**src/sv/cds_pkg.sv**
```systemverilog
// Shared types, codes and constants for the calendar date stepper.
// Depends on nothing; the design files refer to it by scoped names, the testbench files import it.
`timescale 1ns / 1ps
`default_nettype none

package cds_pkg;

  // Width of the held year (two's complement).
  localparam int YEAR_BITS = 16;
  // Width of the year fields on the stream ports.
  localparam int FIELD_YEAR_W = 16;
  // Working width for year arithmetic: room for the wider operand plus carry and sign.
  localparam int EXT_W = ((YEAR_BITS > FIELD_YEAR_W) ? YEAR_BITS : FIELD_YEAR_W) + 2;

  localparam int IN_DATA_W  = 48;
  localparam int IN_USER_W  = 3;
  localparam int OUT_DATA_W = 32;

  typedef logic signed [YEAR_BITS-1:0]    year_t;
  typedef logic signed [EXT_W-1:0]        year_ext_t;
  typedef logic signed [FIELD_YEAR_W-1:0] field_year_t;
  typedef logic [3:0]                     month_t;
  typedef logic [4:0]                     day_t;

  typedef enum logic [2:0] {
    KIND_LOAD,
    KIND_NEXT_DAY,
    KIND_PREV_DAY,
    KIND_NEXT_MONTH,
    KIND_PREV_MONTH,
    KIND_NEXT_YEAR,
    KIND_PREV_YEAR,
    KIND_ADD_YEARS
  } kind_t;

  typedef enum logic [1:0] {
    STATUS_OK,
    STATUS_BAD_LOAD,
    STATUS_YEAR_RANGE
  } status_t;

  localparam month_t MONTH_JAN = 4'd1;
  localparam month_t MONTH_FEB = 4'd2;
  localparam month_t MONTH_MAR = 4'd3;
  localparam month_t MONTH_APR = 4'd4;
  localparam month_t MONTH_JUN = 4'd6;
  localparam month_t MONTH_SEP = 4'd9;
  localparam month_t MONTH_NOV = 4'd11;
  localparam month_t MONTH_DEC = 4'd12;

  localparam day_t DAY_FIRST   = 5'd1;
  localparam day_t DAY_LEAP    = 5'd29;
  localparam day_t DAY_FEB     = 5'd28;
  localparam day_t DAY_SHORT   = 5'd30;
  localparam day_t DAY_LONG    = 5'd31;

  localparam year_t RESET_YEAR = year_t'(2001);

  // Largest legal year magnitude: 2^(YEAR_BITS-1) - 1.
  localparam year_ext_t YEAR_MAX = year_ext_t'({1'b0, {(YEAR_BITS-1){1'b1}}});
  localparam year_ext_t YEAR_MIN = -YEAR_MAX;

  // Inverse of an odd number modulo 2^YEAR_BITS (Newton iteration, bits double per pass).
  function automatic logic [YEAR_BITS-1:0] odd_inverse(input logic [YEAR_BITS-1:0] d);
    logic [YEAR_BITS-1:0] x;
    x = d;
    for (int i = 0; i < 5; i++) begin
      x = x * (YEAR_BITS'(2) - d * x);
    end
    return x;
  endfunction

  // a is a multiple of 25 exactly when a * inverse(25), kept to YEAR_BITS bits,
  // is no greater than (2^YEAR_BITS - 1) / 25.
  localparam logic [YEAR_BITS-1:0] DIV25_INV = odd_inverse(YEAR_BITS'(25));
  localparam logic [YEAR_BITS-1:0] DIV25_LIM = {YEAR_BITS{1'b1}} / YEAR_BITS'(25);

  typedef struct packed {
    kind_t       kind;
    field_year_t load_year;
    month_t      load_month;
    day_t        load_day;
    field_year_t year_delta;
  } item_t;

  typedef struct packed {
    field_year_t year;
    month_t      month;
    day_t        day;
    status_t     status;
  } result_t;

  function automatic day_t month_len(input month_t m, input logic leap);
    day_t len;
    case (m) inside
      MONTH_APR, MONTH_JUN, MONTH_SEP, MONTH_NOV: len = DAY_SHORT;
      MONTH_FEB:                                  len = leap ? DAY_LEAP : DAY_FEB;
      default:                                    len = DAY_LONG;
    endcase
    return len;
  endfunction

endpackage

`default_nettype wire

```
**src/sv/cds_leap.sv**
```systemverilog
// Leap year test for a held year (4/100/400 rule, BC years shifted by one).
// Depends on cds_pkg for the year type and the divide-by-25 constants.
`timescale 1ns / 1ps
`default_nettype none

module cds_leap (
  input  wire cds_pkg::year_t year,
  output logic                leap
);

  logic [cds_pkg::YEAR_BITS-1:0] mag;
  logic [cds_pkg::YEAR_BITS-1:0] prod;
  logic                          div25;

  // BC years test as year + 1; its magnitude is then simply ~year.
  assign mag   = year[cds_pkg::YEAR_BITS-1] ? ~year : year;
  assign prod  = mag * cds_pkg::DIV25_INV;
  assign div25 = (prod <= cds_pkg::DIV25_LIM);

  // Century years (4 and 25) are leap only when also divisible by 16.
  assign leap = (mag[1:0] == 2'b00) && (!div25 || (mag[3:0] == 4'b0000));

endmodule

`default_nettype wire

```
**src/sv/cds_core.sv**
```systemverilog
// Date state and the combinational step logic for one beat.
// Depends on cds_pkg and cds_leap.
`timescale 1ns / 1ps
`default_nettype none

module cds_core (
  input  wire                   clk,
  input  wire                   rst,
  input  wire                   fire,
  input  wire cds_pkg::item_t   item,
  output cds_pkg::result_t      res
);

  cds_pkg::year_t  cur_year, cur_year_next;
  cds_pkg::month_t cur_month, cur_month_next;
  cds_pkg::day_t   cur_day, cur_day_next;

  cds_pkg::year_ext_t y_ext, ly_ext, dl_ext, y_inc, y_dec, y_sum, y_new;
  cds_pkg::month_t    m_new, m_inc, m_dec, len_month;
  cds_pkg::day_t      d_new, len;
  cds_pkg::year_t     leap_year;
  cds_pkg::status_t   status;
  logic               leap, load_ok, feb29;

  cds_leap u_leap (
    .year (leap_year),
    .leap (leap)
  );

  always_comb begin
    y_ext  = cds_pkg::year_ext_t'(cur_year);
    ly_ext = cds_pkg::year_ext_t'(item.load_year);
    dl_ext = cds_pkg::year_ext_t'(item.year_delta);

    // Year steps skip year zero.
    y_inc = y_ext + cds_pkg::year_ext_t'(1);
    if (y_inc == '0) begin
      y_inc = cds_pkg::year_ext_t'(1);
    end
    y_dec = y_ext - cds_pkg::year_ext_t'(1);
    if (y_dec == '0) begin
      y_dec = cds_pkg::year_ext_t'(-1);
    end
    y_sum = y_ext + dl_ext;
    if (y_ext < 0 && y_sum >= 0) begin
      y_sum = y_sum + cds_pkg::year_ext_t'(1);
    end else if (y_ext > 0 && y_sum <= 0) begin
      y_sum = y_sum - cds_pkg::year_ext_t'(1);
    end

    m_inc = (cur_month == cds_pkg::MONTH_DEC) ? cds_pkg::MONTH_JAN : cur_month + 4'd1;
    m_dec = (cur_month == cds_pkg::MONTH_JAN) ? cds_pkg::MONTH_DEC : cur_month - 4'd1;
    feb29 = (cur_month == cds_pkg::MONTH_FEB) && (cur_day == cds_pkg::DAY_LEAP);

    // One leap unit and one month-length lookup, shared across kinds.
    case (item.kind)
      cds_pkg::KIND_LOAD:      leap_year = ly_ext[cds_pkg::YEAR_BITS-1:0];
      cds_pkg::KIND_ADD_YEARS: leap_year = y_sum[cds_pkg::YEAR_BITS-1:0];
      default:                 leap_year = cur_year;
    endcase
    case (item.kind) inside
      cds_pkg::KIND_LOAD:                              len_month = item.load_month;
      cds_pkg::KIND_NEXT_MONTH:                        len_month = m_inc;
      cds_pkg::KIND_PREV_DAY, cds_pkg::KIND_PREV_MONTH: len_month = m_dec;
      default:                                         len_month = cur_month;
    endcase
    len = cds_pkg::month_len(len_month, leap);

    load_ok = (ly_ext != '0) && (ly_ext >= cds_pkg::YEAR_MIN) && (ly_ext <= cds_pkg::YEAR_MAX)
              && (item.load_month >= cds_pkg::MONTH_JAN) && (item.load_month <= cds_pkg::MONTH_DEC)
              && (item.load_day >= cds_pkg::DAY_FIRST) && (item.load_day <= len);

    y_new = y_ext;
    m_new = cur_month;
    d_new = cur_day;
    unique case (item.kind)
      cds_pkg::KIND_LOAD: begin
        y_new = ly_ext;
        m_new = item.load_month;
        d_new = item.load_day;
      end
      cds_pkg::KIND_NEXT_DAY: begin
        if (cur_day < len) begin
          d_new = cur_day + 5'd1;
        end else begin
          d_new = cds_pkg::DAY_FIRST;
          m_new = m_inc;
          if (cur_month == cds_pkg::MONTH_DEC) begin
            y_new = y_inc;
          end
        end
      end
      cds_pkg::KIND_PREV_DAY: begin
        if (cur_day != cds_pkg::DAY_FIRST) begin
          d_new = cur_day - 5'd1;
        end else begin
          m_new = m_dec;
          d_new = len;
          if (cur_month == cds_pkg::MONTH_JAN) begin
            y_new = y_dec;
            d_new = cds_pkg::DAY_LONG;
          end
        end
      end
      cds_pkg::KIND_NEXT_MONTH: begin
        m_new = m_inc;
        if (cur_month == cds_pkg::MONTH_DEC) begin
          y_new = y_inc;
        end else if (cur_day > len) begin
          d_new = len;
        end
      end
      cds_pkg::KIND_PREV_MONTH: begin
        m_new = m_dec;
        if (cur_month == cds_pkg::MONTH_JAN) begin
          y_new = y_dec;
        end else if (cur_day > len) begin
          d_new = len;
        end
      end
      cds_pkg::KIND_NEXT_YEAR: begin
        y_new = y_inc;
        if (feb29) begin
          m_new = cds_pkg::MONTH_MAR;
          d_new = cds_pkg::DAY_FIRST;
        end
      end
      cds_pkg::KIND_PREV_YEAR: begin
        y_new = y_dec;
        if (feb29) begin
          d_new = cds_pkg::DAY_FEB;
        end
      end
      cds_pkg::KIND_ADD_YEARS: begin
        y_new = y_sum;
        if (feb29 && !leap) begin
          m_new = cds_pkg::MONTH_MAR;
          d_new = cds_pkg::DAY_FIRST;
        end
      end
      default: ;
    endcase

    if (item.kind == cds_pkg::KIND_LOAD && !load_ok) begin
      status = cds_pkg::STATUS_BAD_LOAD;
    end else if (y_new < cds_pkg::YEAR_MIN || y_new > cds_pkg::YEAR_MAX) begin
      status = cds_pkg::STATUS_YEAR_RANGE;
    end else begin
      status = cds_pkg::STATUS_OK;
    end

    // Hold the date on any error.
    if (status == cds_pkg::STATUS_OK) begin
      cur_year_next  = y_new[cds_pkg::YEAR_BITS-1:0];
      cur_month_next = m_new;
      cur_day_next   = d_new;
    end else begin
      cur_year_next  = cur_year;
      cur_month_next = cur_month;
      cur_day_next   = cur_day;
    end

    res.year   = cds_pkg::field_year_t'(cds_pkg::year_ext_t'(cur_year_next));
    res.month  = cur_month_next;
    res.day    = cur_day_next;
    res.status = status;
  end

  always_ff @(posedge clk) begin
    if (rst) begin
      cur_year  <= cds_pkg::RESET_YEAR;
      cur_month <= cds_pkg::MONTH_JAN;
      cur_day   <= cds_pkg::DAY_FIRST;
    end else if (fire) begin
      cur_year  <= cur_year_next;
      cur_month <= cur_month_next;
      cur_day   <= cur_day_next;
    end
  end

endmodule

`default_nettype wire

```
**src/sv/calendar_date_stepper.sv**
```systemverilog
// Top level of the calendar date stepper: stream ports, input register, result register.
// Depends on cds_pkg and cds_core.
`timescale 1ns / 1ps
`default_nettype none

// Holds one proleptic Gregorian date (no year zero; reset value 1 January 2001)
// and answers every input beat with exactly one result beat carrying the date
// held after that beat plus a status (0 ok, 1 invalid load, 2 year out of range;
// on an error the date is left as it was). A beat waits in the input register
// while the step logic works on it, and its result is written into the result
// register once that register is free or being drained; from there it is put on
// m_tdata. One beat can be taken every cycle while the result channel is not
// stalled: the step logic reads the date state that the previous beat wrote in
// the cycle before. Throughput drops only while the result register is full and
// m_tready is low; the input register then fills and s_tready falls.

module calendar_date_stepper (
  input  wire                            clk,
  input  wire                            rst,
  input  wire                            s_tvalid,
  output logic                           s_tready,
  // [15:0] load_year, [19:16] load_month, [24:20] load_day, [40:25] year_delta, rest zero
  input  wire [cds_pkg::IN_DATA_W-1:0]   s_tdata,
  // [2:0] kind
  input  wire [cds_pkg::IN_USER_W-1:0]   s_tuser,
  output logic                           m_tvalid,
  input  wire                            m_tready,
  // [15:0] year, [19:16] month, [24:20] day, [26:25] status, rest zero
  output logic [cds_pkg::OUT_DATA_W-1:0] m_tdata
);

  logic             in_valid;
  cds_pkg::item_t   item;
  cds_pkg::result_t step_res;
  cds_pkg::result_t res;
  logic             fire;
  logic             s_take;

  // Step the held beat when the result register is free or draining this cycle.
  assign fire     = in_valid && (!m_tvalid || m_tready);
  assign s_tready = !in_valid || fire;
  assign s_take   = s_tvalid && s_tready;

  // Input register: capture the beat's fields.
  always_ff @(posedge clk) begin
    if (rst) begin
      in_valid <= 1'b0;
    end else if (s_take) begin
      in_valid <= 1'b1;
    end else if (fire) begin
      in_valid <= 1'b0;
    end
  end

  always_ff @(posedge clk) begin
    if (s_take) begin
      item.kind       <= cds_pkg::kind_t'(s_tuser[2:0]);
      item.load_year  <= s_tdata[15:0];
      item.load_month <= s_tdata[19:16];
      item.load_day   <= s_tdata[24:20];
      item.year_delta <= s_tdata[40:25];
    end
  end

  cds_core u_core (
    .clk  (clk),
    .rst  (rst),
    .fire (fire),
    .item (item),
    .res  (step_res)
  );

  // Result register: hold until the downstream side takes it.
  always_ff @(posedge clk) begin
    if (rst) begin
      m_tvalid <= 1'b0;
    end else if (fire) begin
      m_tvalid <= 1'b1;
    end else if (m_tready) begin
      m_tvalid <= 1'b0;
    end
  end

  always_ff @(posedge clk) begin
    if (fire) begin
      res <= step_res;
    end
  end

  assign m_tdata = {5'b00000, res.status, res.day, res.month, res.year};

endmodule

`default_nettype wire

```
**config.mk**
```make
export PLATFORM = sky130hd
export DESIGN_NAME = calendar_date_stepper
export DESIGN_NICKNAME = d
export VERILOG_FILES = /design/src/sv/cds_pkg.sv /design/src/sv/cds_leap.sv /design/src/sv/cds_core.sv /design/src/sv/calendar_date_stepper.sv
export SDC_FILE = /design/constraint.sdc
export NUM_CORES = 1
export LEC_CHECK = 0
export CAP_MARGIN = 20
export CORE_MARGIN = 2
export CORE_UTILIZATION = 52
export DETAILED_ROUTE_END_ITERATION = 16
export DONT_BUFFER_PORTS = 1
export HOLD_SLACK_MARGIN = 0.06
export PLACE_DENSITY = 0.66
export SLEW_MARGIN = 20
export SYNTH_ARGS = -nofsm -noshare
export SYNTH_HDL_FRONTEND = slang
export SYNTH_HIERARCHICAL = 1
export SYNTH_SLANG_ARGS = --single-unit
```
**constraint.sdc**
```tcl
create_clock -name clk -period 15.1 [get_ports clk]
set_input_delay 1.51 -clock clk [delete_from_list [all_inputs] [get_ports clk]]
set_output_delay 1.51 -clock clk [all_outputs]
set_load 0.05 [all_outputs]
```
### Yosys cells after proc, flatten, opt, wreduce, memory -nomap -nowiden

Cells that the tools add are included.

* bits in registers: 98
* logic and storage cells: 134
* output and inout bits: 34

* mux-type cells: 43
* multipliers: 1
* magnitude comparators: 15
* bitwise logic cells: 1
* equality and inequality tests: 17
* add/sub/neg operators: 9
* reductions and logical operators: 34

Operator list (number)
* 2-to-1 mux 18 bit: 8
* case mux 18 bit (8 select lines): 1
* 2-to-1 mux 5 bit: 12
* 2-to-1 mux 4 bit: 10
* case mux 5 bit (8 select lines): 1
* zero test 18 bit: 2
* 2-to-1 mux 16 bit: 2
* case mux 16 bit (2 select lines): 1
* case mux 4 bit (7 select lines): 1
* adder 17 x 2 -> 18 bit (second input constant): 1
* greater-than comparator 18 x 16 -> 1 bit (second input constant): 1
* < comparator 18 x 16 -> 1 bit (second input constant): 1
* nonzero test 18 bit: 1
* subtractor 17 x 2 -> 18 bit (second input constant): 1
* adder 16 x 16 -> 17 bit: 1
* adder 16 x 2 -> 17 bit (second input constant): 1
* greater-or-equal comparator 17 x 1 -> 1 bit (second input constant): 1
* less-or-equal comparator 17 x 1 -> 1 bit (second input constant): 1
* subtractor 16 x 2 -> 17 bit (second input constant): 1
* greater-or-equal comparator 16 bit (second input constant): 1
* greater-than comparator 16 x 1 -> 1 bit (second input constant): 1
* less-or-equal comparator 16 x 12 -> 1 bit (second input constant): 1
* less-or-equal comparator 16 bit (second input constant): 1
* < comparator 16 x 1 -> 1 bit (second input constant): 1
* other kinds (32): 67

### Depth between registers and ports, before layout

Gate-level depths: netlist of run 1.

* word-level depth: 25
* depth in mapped cells: 54

### By module

Netlist of run 1, hierarchy kept.

Modules (own cells, without submodules)
* cds_core: seq. area each 500.5 sq um, cells each 1137, instances 1, area an instance 7360.8 sq um
* calendar_date_stepper: seq. area each 2172.1 sq um, cells each 87, instances 1, area an instance 2277.2 sq um
* cds_leap: seq. area each 0.0 sq um, cells each 202, instances 1, area an instance 1876.8 sq um

### Worst setup path before layout of run 1

OpenSTA, ideal clock, no wires.

* kind: reg2reg
* from: register item[0] (netlist name)
* to: register res, in the netlist m_tdata[18] (data pin)
* path buffers: 3
* slack: 3.264 ns
* data arrival time: 11.574 ns
* period minus slack after synthesis: 11.836 ns
* cell stages (with the launch flop): 47
* library setup time: 0.262 ns
* cell sequence: edfxtp_1 > ha_1 > fa_1 > a211o_1 > a221oi_4 > a211oi_1 > a2111o_1 > or4_1 > or4_1 > a22o_1 > a211o_1 > nand2_1 > buf_6 > buf_2 > xor2_1 > ha_1 > ha_1 > inv_1 > [11 not listed] > inv_1 > a31oi_1 > o22a_1 > ha_1 > inv_1 > a311oi_1 > a311oi_1 > o21ai_0 > a211oi_1 > mux2i_1 > nand4_1 > or2_2 > nor4_1 > a31o_4 > a21oi_2 > and2_1 > buf_4 > mux2_1

RTL lines
* end signal: assignment: line calendar_date_stepper.sv:86 `res <= step_res;`
* end: declaration: line calendar_date_stepper.sv:35 `cds_pkg::result_t res;`

==> impl_metrics.json, run 1 <==
{
  "crit_top_cell": "ha_1",
  "syn_area_um2": 11500,
  "fill_cells": 2076,
  "pin_count": 89,
  "drt_wl_total_mm": 39.6,
  "use_met2_pct": 48.3,
  "whs_ns": 0.493,
  "max_freq_mhz": 69.5,
  "grt_pass1_vias": 10279,
  "setup_viol_count_final": 0,
  "syn2layout_area_growth_pct": 3.90,
  "timing.final.crit_share_pct": 95.3,
  "hp-class": "reg2reg",
  "slew_violations": 0,
  "dp_slack_ns": 1.10,
  "met3_usage_pct": 5.98,
  "cp-start-kind": "flip-flop",
  "viasPerCell": 6.93,
  "nets": 1536,
  "cts_buffers": 9,
  "grt_start_max_net_pins": 45,
  "fin_skew_ns": 0.0153,
  "vdd_drop_max_mv": 0.346,
  "post_drt_wl_per_cell_um": 24.0,
  "postRouteAntennaNets": 0,
  "overflow": 0,
  "drc": 0,
  "cts_sinks": 98,
  "dr.pass1.iters": 6,
  "postCtsSetupBuffers": 0,
  "gr-usage-met1_pct": 48.7,
  "synth_top_cells_by_area": "edfxtp_1, ha_1, dfxtp_1, nand2_1, a21oi_1",
  "grt_pass1_wl_mm": 61.2,
  "cts_hold_buf": 0,
  "synth_top_area_share_pct": 18.5,
  "rsz0062_at_grt": "false",
  "antenna_found_initial": 0,
  "clockBufferDepth": 2,
  "placement.io_buffers": 0,
  "synth.distinct_cells": 100,
  "cts_resized": 0,
  "async_flop_share_pct": 0,
  "vias": 11457,
  "r2r_start": "item[0]",
  "dieArea_um2": 23400,
  "drive_above_1_share_pct": 6.70,
  "start_util_pct": 52.9,
  "hpwl_mm": 29.7,
  "clk_pin_slew_worst_paths_ns": 0.08,
  "synth_cells": 1426,
  "synthFlopType": "edfxtp_1",
  "yosys.area.top_type": "edfxtp_1",
  "yosysWarnings": 6,
  "num_rows": 54,
  "n_antenna_cell": 0,
  "fin_ws_ns": 0.714,
  "reg2reg_slack_ns": 0.71,
  "syn_area_per_cell_um2": 8.07,
  "hp-start": "in_valid",
  "critPathArrivalTime_ns": 14.50,
  "end_kind": "flip-flop",
  "criticalPathCategory": "reg2reg",
  "synthTopCellsByCount": "nand2_1, nor2_1, ha_1",
  "tns_ns": 0,
  "p_leak_nw": 4.64,
  "root_buffer": "clkbuf_16",
  "synth_edf_count": 71,
  "fin_crit_ns": 14.39,
  "cap_viol_max_count": 0,
  "seq_area_frac_synth_pct": 23.2,
  "grt_busiest_layer": "met1",
  "tightest_slew_ns": 1.13,
  "fp.dieH_um": 153,
  "die-width_um": 153,
  "place_congestion": 1.01,
  "cts_tree": "yes",
  "slew_headroom_pct": 24.6,
  "slowest_delay_ns": 0.81,
  "worst-path-max-fanout": 14,
  "crit_start": "item[0]",
  "synth_seq_cells": 98,
  "grt_use_total_pct": 33.1,
  "cp_data_required_time_ns": 15.22,
  "power.density_nw_per_um2": 183,
  "finalHoldViolCount": 0,
  "core_area_um2": 21800,
  "slowest_stage": "o21ai_1",
  "drtIter0Drc": 1434,
  "synth_most_common_cell": "nand2_1",
  "run_status": "finished, final reports clean",
  "h-tree-depth": 3,
  "clkLatencyLatePin_ns": 0.37
}
where the power goes:
| part | leakage [nW] | switching [W] | internal (W) |
|---|---|---|---|
| sequential | 0.903 | 0.0000462 | 0.000314 |
| clock | 0.138 | 0.000116 | 0.000130 |
| combinational | 3.60 | 0.000909 | 0.000669 |
flip-flops by register name, indices dropped and copies added, names as in the netlist:
name,cells
item,44
m_tdata,27
u_core/cur_year,16
u_core/cur_day,5
u_core/cur_month,4
in_valid,1
m_tvalid,1
path summary, 6_finish.rpt:
path / cells past startpoint / endpoint
hold reg to reg: 2 / m_tvalid
hold / removal: 2 / m_tvalid
setup / recovery: 46 / m_tdata[19]
setup reg to reg: 46 / m_tdata[19]
critical path, delay by kind of cell, from the launching register on:
kind,cells,cell delay [ns]
XOR/XNOR,2,0.74
AO/OA/AOI/OAI,17,5.24
buffers and inverters,6,0.82
AND/OR/NAND/NOR,9,2.66
multiplexers,2,0.58
adder cells (fa/ha/maj),10,3.66
flip-flops,1,0.38
area by class of cell:
class                      count  area (µm²)  share of cell area, %
multi-input combinational   1143        8080                   67.5
sequential                    98        2670                   22.3
tap                          280         350                   2.93
inverter                      82         308                   2.57
timing repair buffer          35         260                   2.18
clock buffer                  11         233                   1.95
clock inverter                 5        65.1                  0.544
through the flow:
step,power [W],instances,instance area (µm²),util [%]
final,0.00218,1654,12000,55.0
after global routing,0.00242,1654,12000,55.0
after CTS,0.00219,1653,12000,55.0
after detailed placement,0.00194,1637,11700,53.6
after global placement,0.00189,1637,11700,53.6
after floorplan,0.00161,1430,11500,-
cells in the final DEF, fill, tap and decap left out, types with 10 or more instances in the layout:
cell type	n
nand4_1	33
inv_1	80
or4_1	11
buf_4	34
o21ai_0	69
and3_1	15
nand2_1	127
fa_1	19
nor2b_1	13
nand3_1	52
or3_1	10
a21oi_1	81
nand2b_1	12
o31ai_1	11
o21a_1	10
o211ai_1	24
a31oi_1	13
a21o_1	12
edfxtp_1	71
nor3_1	56
a211o_1	11
nor2_1	102
a211oi_1	26
mux2i_1	25
ha_1	93
or2_2	10
xor2_1	25
and2_1	13
nor4_1	22
xnor2_1	44
a22oi_1	11
dfxtp_1	27
routing by layer:
layer	vias up	share of wire [%]
met5	-	0
met4	0	4.0
met3	109	10
met2	676	42
met1	5447	43
li1	5225	-
cell families after synthesis:
logic type	share of synthesized area [%]
AO/OA/AOI/OAI	24.0
XOR/XNOR	5.39
AND/OR/NAND/NOR	23.3
flip-flops	23.2
other	0.0326
buffers and inverters	6.88
multiplexers	3.74
adder cells (fa/ha/maj)	13.5
Note: power is estimated with default switching activity, not from simulation.
==> run 2, diff against run 1 <==
--- a/config.mk
+++ b/config.mk
@@ -11,8 +11,7 @@
 export DETAILED_ROUTE_END_ITERATION = 16
 export DONT_BUFFER_PORTS = 1
 export HOLD_SLACK_MARGIN = 0.06
-export PLACE_DENSITY = 0.66
-export SLEW_MARGIN = 20
+export PLACE_DENSITY_LB_ADDON = 0.25
 export SYNTH_ARGS = -nofsm -noshare
 export SYNTH_HDL_FRONTEND = slang
 export SYNTH_HIERARCHICAL = 1
==> constraint.sdc (replaced) <==
create_clock -name clk -period 15.3 [get_ports clk]
set_input_delay 1.53 -clock clk [delete_from_list [all_inputs] [get_ports clk]]
set_output_delay 1.53 -clock clk [all_outputs]
set_load 0.05 [all_outputs]
==> impl_metrics.json, run 2 (synthesis gave the netlist of run 1 again) <==
{
  "p_sw_w": 0.00106,
  "grt_use_total_pct": 32.4,
  "whs_ns": 0.493,
  "placement.io_buffers": 0,
  "hp-start": "in_valid",
  "hp-class": "reg2reg",
  "vias": 11255,
  "cts_tree": "yes",
  "postLayoutCoreUtil_pct": 54.9,
  "syn2layout_area_growth_pct": 3.81,
  "power_frac_seq_pct": 16.5,
  "grt_pass1_wl_mm": 60.1,
  "grt_start_max_net_pins": 45,
  "slew_headroom_pct": 33.4,
  "pin_count": 89,
  "p_clk_share_pct": 10.9,
  "regArea_um2": 2670,
  "cp-start-kind": "flip-flop",
  "post_drt_wl_per_cell_um": 23.2,
  "cts_hold_buf": 0,
  "max_freq_mhz": 68.3,
  "cap_viol_max_count": 0,
  "tightest_slew_ns": 0.992,
  "critPathArrivalTime_ns": 14.76,
  "postRouteAntennaNets": 0,
  "clkLatencyLatePin_ns": 0.37,
  "nets": 1536,
  "timing.final.crit_share_pct": 95.7,
  "regMostFlops": "item",
  "num_rows": 54,
  "dpl-instance-area_um2": 11700,
  "fill_cells": 2039,
  "slowest_delay_ns": 0.77,
  "antenna_found_initial": 0,
  "finalHoldViolCount": 0,
  "overflow": 0,
  "cts_sinks": 98,
  "reg2reg_slack_ns": 0.66,
  "cts_buffers": 9,
  "rr_worst_depth": 47,
  "dieArea_um2": 23400,
  "drive_above_1_share_pct": 6.77,
  "grt_pass1_vias": 10400,
  "end_kind": "flip-flop",
  "fin_skew_ns": 0.0103,
  "final_cell_mix": "nand2_1, nor2_1, ha_1, a21oi_1, inv_1",
  "swShare_pct": 49.4,
  "hold_depth": 2,
  "worst-path-max-fanout": 21,
  "clk_pin_slew_worst_paths_ns": 0.08,
  "crit_start": "item[0]",
  "p_leak_nw": 4.64,
  "n_antenna_cell": 0,
  "h-tree-depth": 3,
  "root_buffer": "clkbuf_16",
  "vdd_drop_max_mv": 0.277,
  "fp.dieH_um": 153,
  "place_congestion": 1.02,
  "dr.pass1.iters": 6,
  "fin_crit_ns": 14.64,
  "slowest_stage": "o21ai_1",
  "tns_ns": 0,
  "viasPerCell": 6.80,
  "multiInputGateArea_um2": 8080,
  "largest_reg_flops": 44,
  "layout_commonest_cell": "nand2_1",
  "core_area_um2": 21800,
  "p_int_w": 0.00109,
  "drc": 0,
  "run_status": "finished, final reports clean",
  "p_comb_share_pct": 72.6,
  "start_util_pct": 52.9,
  "clockBufferDepth": 2,
  "fin_area_um2": 12000,
  "cts_resized": 0,
  "postCtsSetupBuffers": 0,
  "cp_data_required_time_ns": 15.42,
  "r2r_start": "item[0]",
  "drtIter0Drc": 1610,
  "setup_viol_count_final": 0,
  "hpwl_mm": 28.7,
  "whs_endpoint": "m_tvalid",
  "rsz0062_at_grt": "false",
  "power.density_nw_per_um2": 179,
  "finalPower_w": 0.00214,
  "criticalPathCategory": "reg2reg",
  "drt_wl_total_mm": 38.3,
  "slew_violations": 0,
  "die-width_um": 153,
  "r2r_end": "m_tdata[19]"
}
==> run 2: area by class of cell <==
| class | instances | share of cell area, % |
|---|---|---|
| Sequential cell | 98 | 22.4 |
| Multi-Input combinational cell | 1143 | 67.6 |
| Clock buffer | 9 | 1.88 |
| Inverter | 82 | 2.57 |
| Clock inverter | 7 | 0.502 |
| Tap cell | 280 | 2.93 |
| Timing Repair Buffer | 35 | 2.20 |
==> run 2: metrics by stage <==
stage | std cells | setup slack [ns]
after detailed placement | 1638 | 1.04
after CTS | 1654 | 1.01
final | 1654 | 0.661
after floorplan | 1430 | 3.46
after global routing | 1654 | 0.0491
after global placement | 1638 | 1.22
==> run 2: worst max-delay path by stage <==
stage                     slack [ns]          end
final                           0.66  m_tdata[19]
after CTS                       1.01  m_tdata[19]
after floorplan                 3.46  m_tdata[18]
after global placement          1.22  m_tdata[19]
after detailed placement        1.04  m_tdata[19]
after global routing            0.05  m_tdata[19]
==> run 2: per-layer routing <==
| layer | up-vias | wire (µm) | track usage (%) | part of all wire [%] |
|---|---|---|---|---|
| met5 | - | 0 | 0 | 0 |
| met4 | 0 | 1160 | 9.96 | 3.0 |
| met3 | 89 | 4110 | 6.63 | 11 |
| met2 | 642 | 16600 | 49.2 | 43 |
| met1 | 5310 | 16500 | 46.5 | 43 |
| li1 | 5214 | - | - | - |
==> run 2: worst max-delay path, delay by kind of cell, from the launching register on <==
| family | cells | cell delay [ns] |
|---|---|---|
| buffers and inverters | 7 | 0.71 |
| XOR/XNOR | 1 | 0.31 |
| AO/OA/AOI/OAI | 18 | 5.69 |
| AND/OR/NAND/NOR | 9 | 2.84 |
| adder cells (fa/ha/maj) | 10 | 3.81 |
| flip-flops | 1 | 0.40 |
| multiplexers | 2 | 0.58 |
==> run 2: power by group through the flow <==
stage | clock, W | combinational (W) | sequential (W)
6_report | 0.000233 | 0.00156 | 0.000354
5_1_grt | 0.000246 | 0.00179 | 0.000357
4_1_cts | 0.000237 | 0.00156 | 0.000354
3_5_place_dp | 0 | 0.00156 | 0.000360
3_3_place_gp | 0 | 0.00151 | 0.000360
2_1_floorplan | 0 | 0.00124 | 0.000346
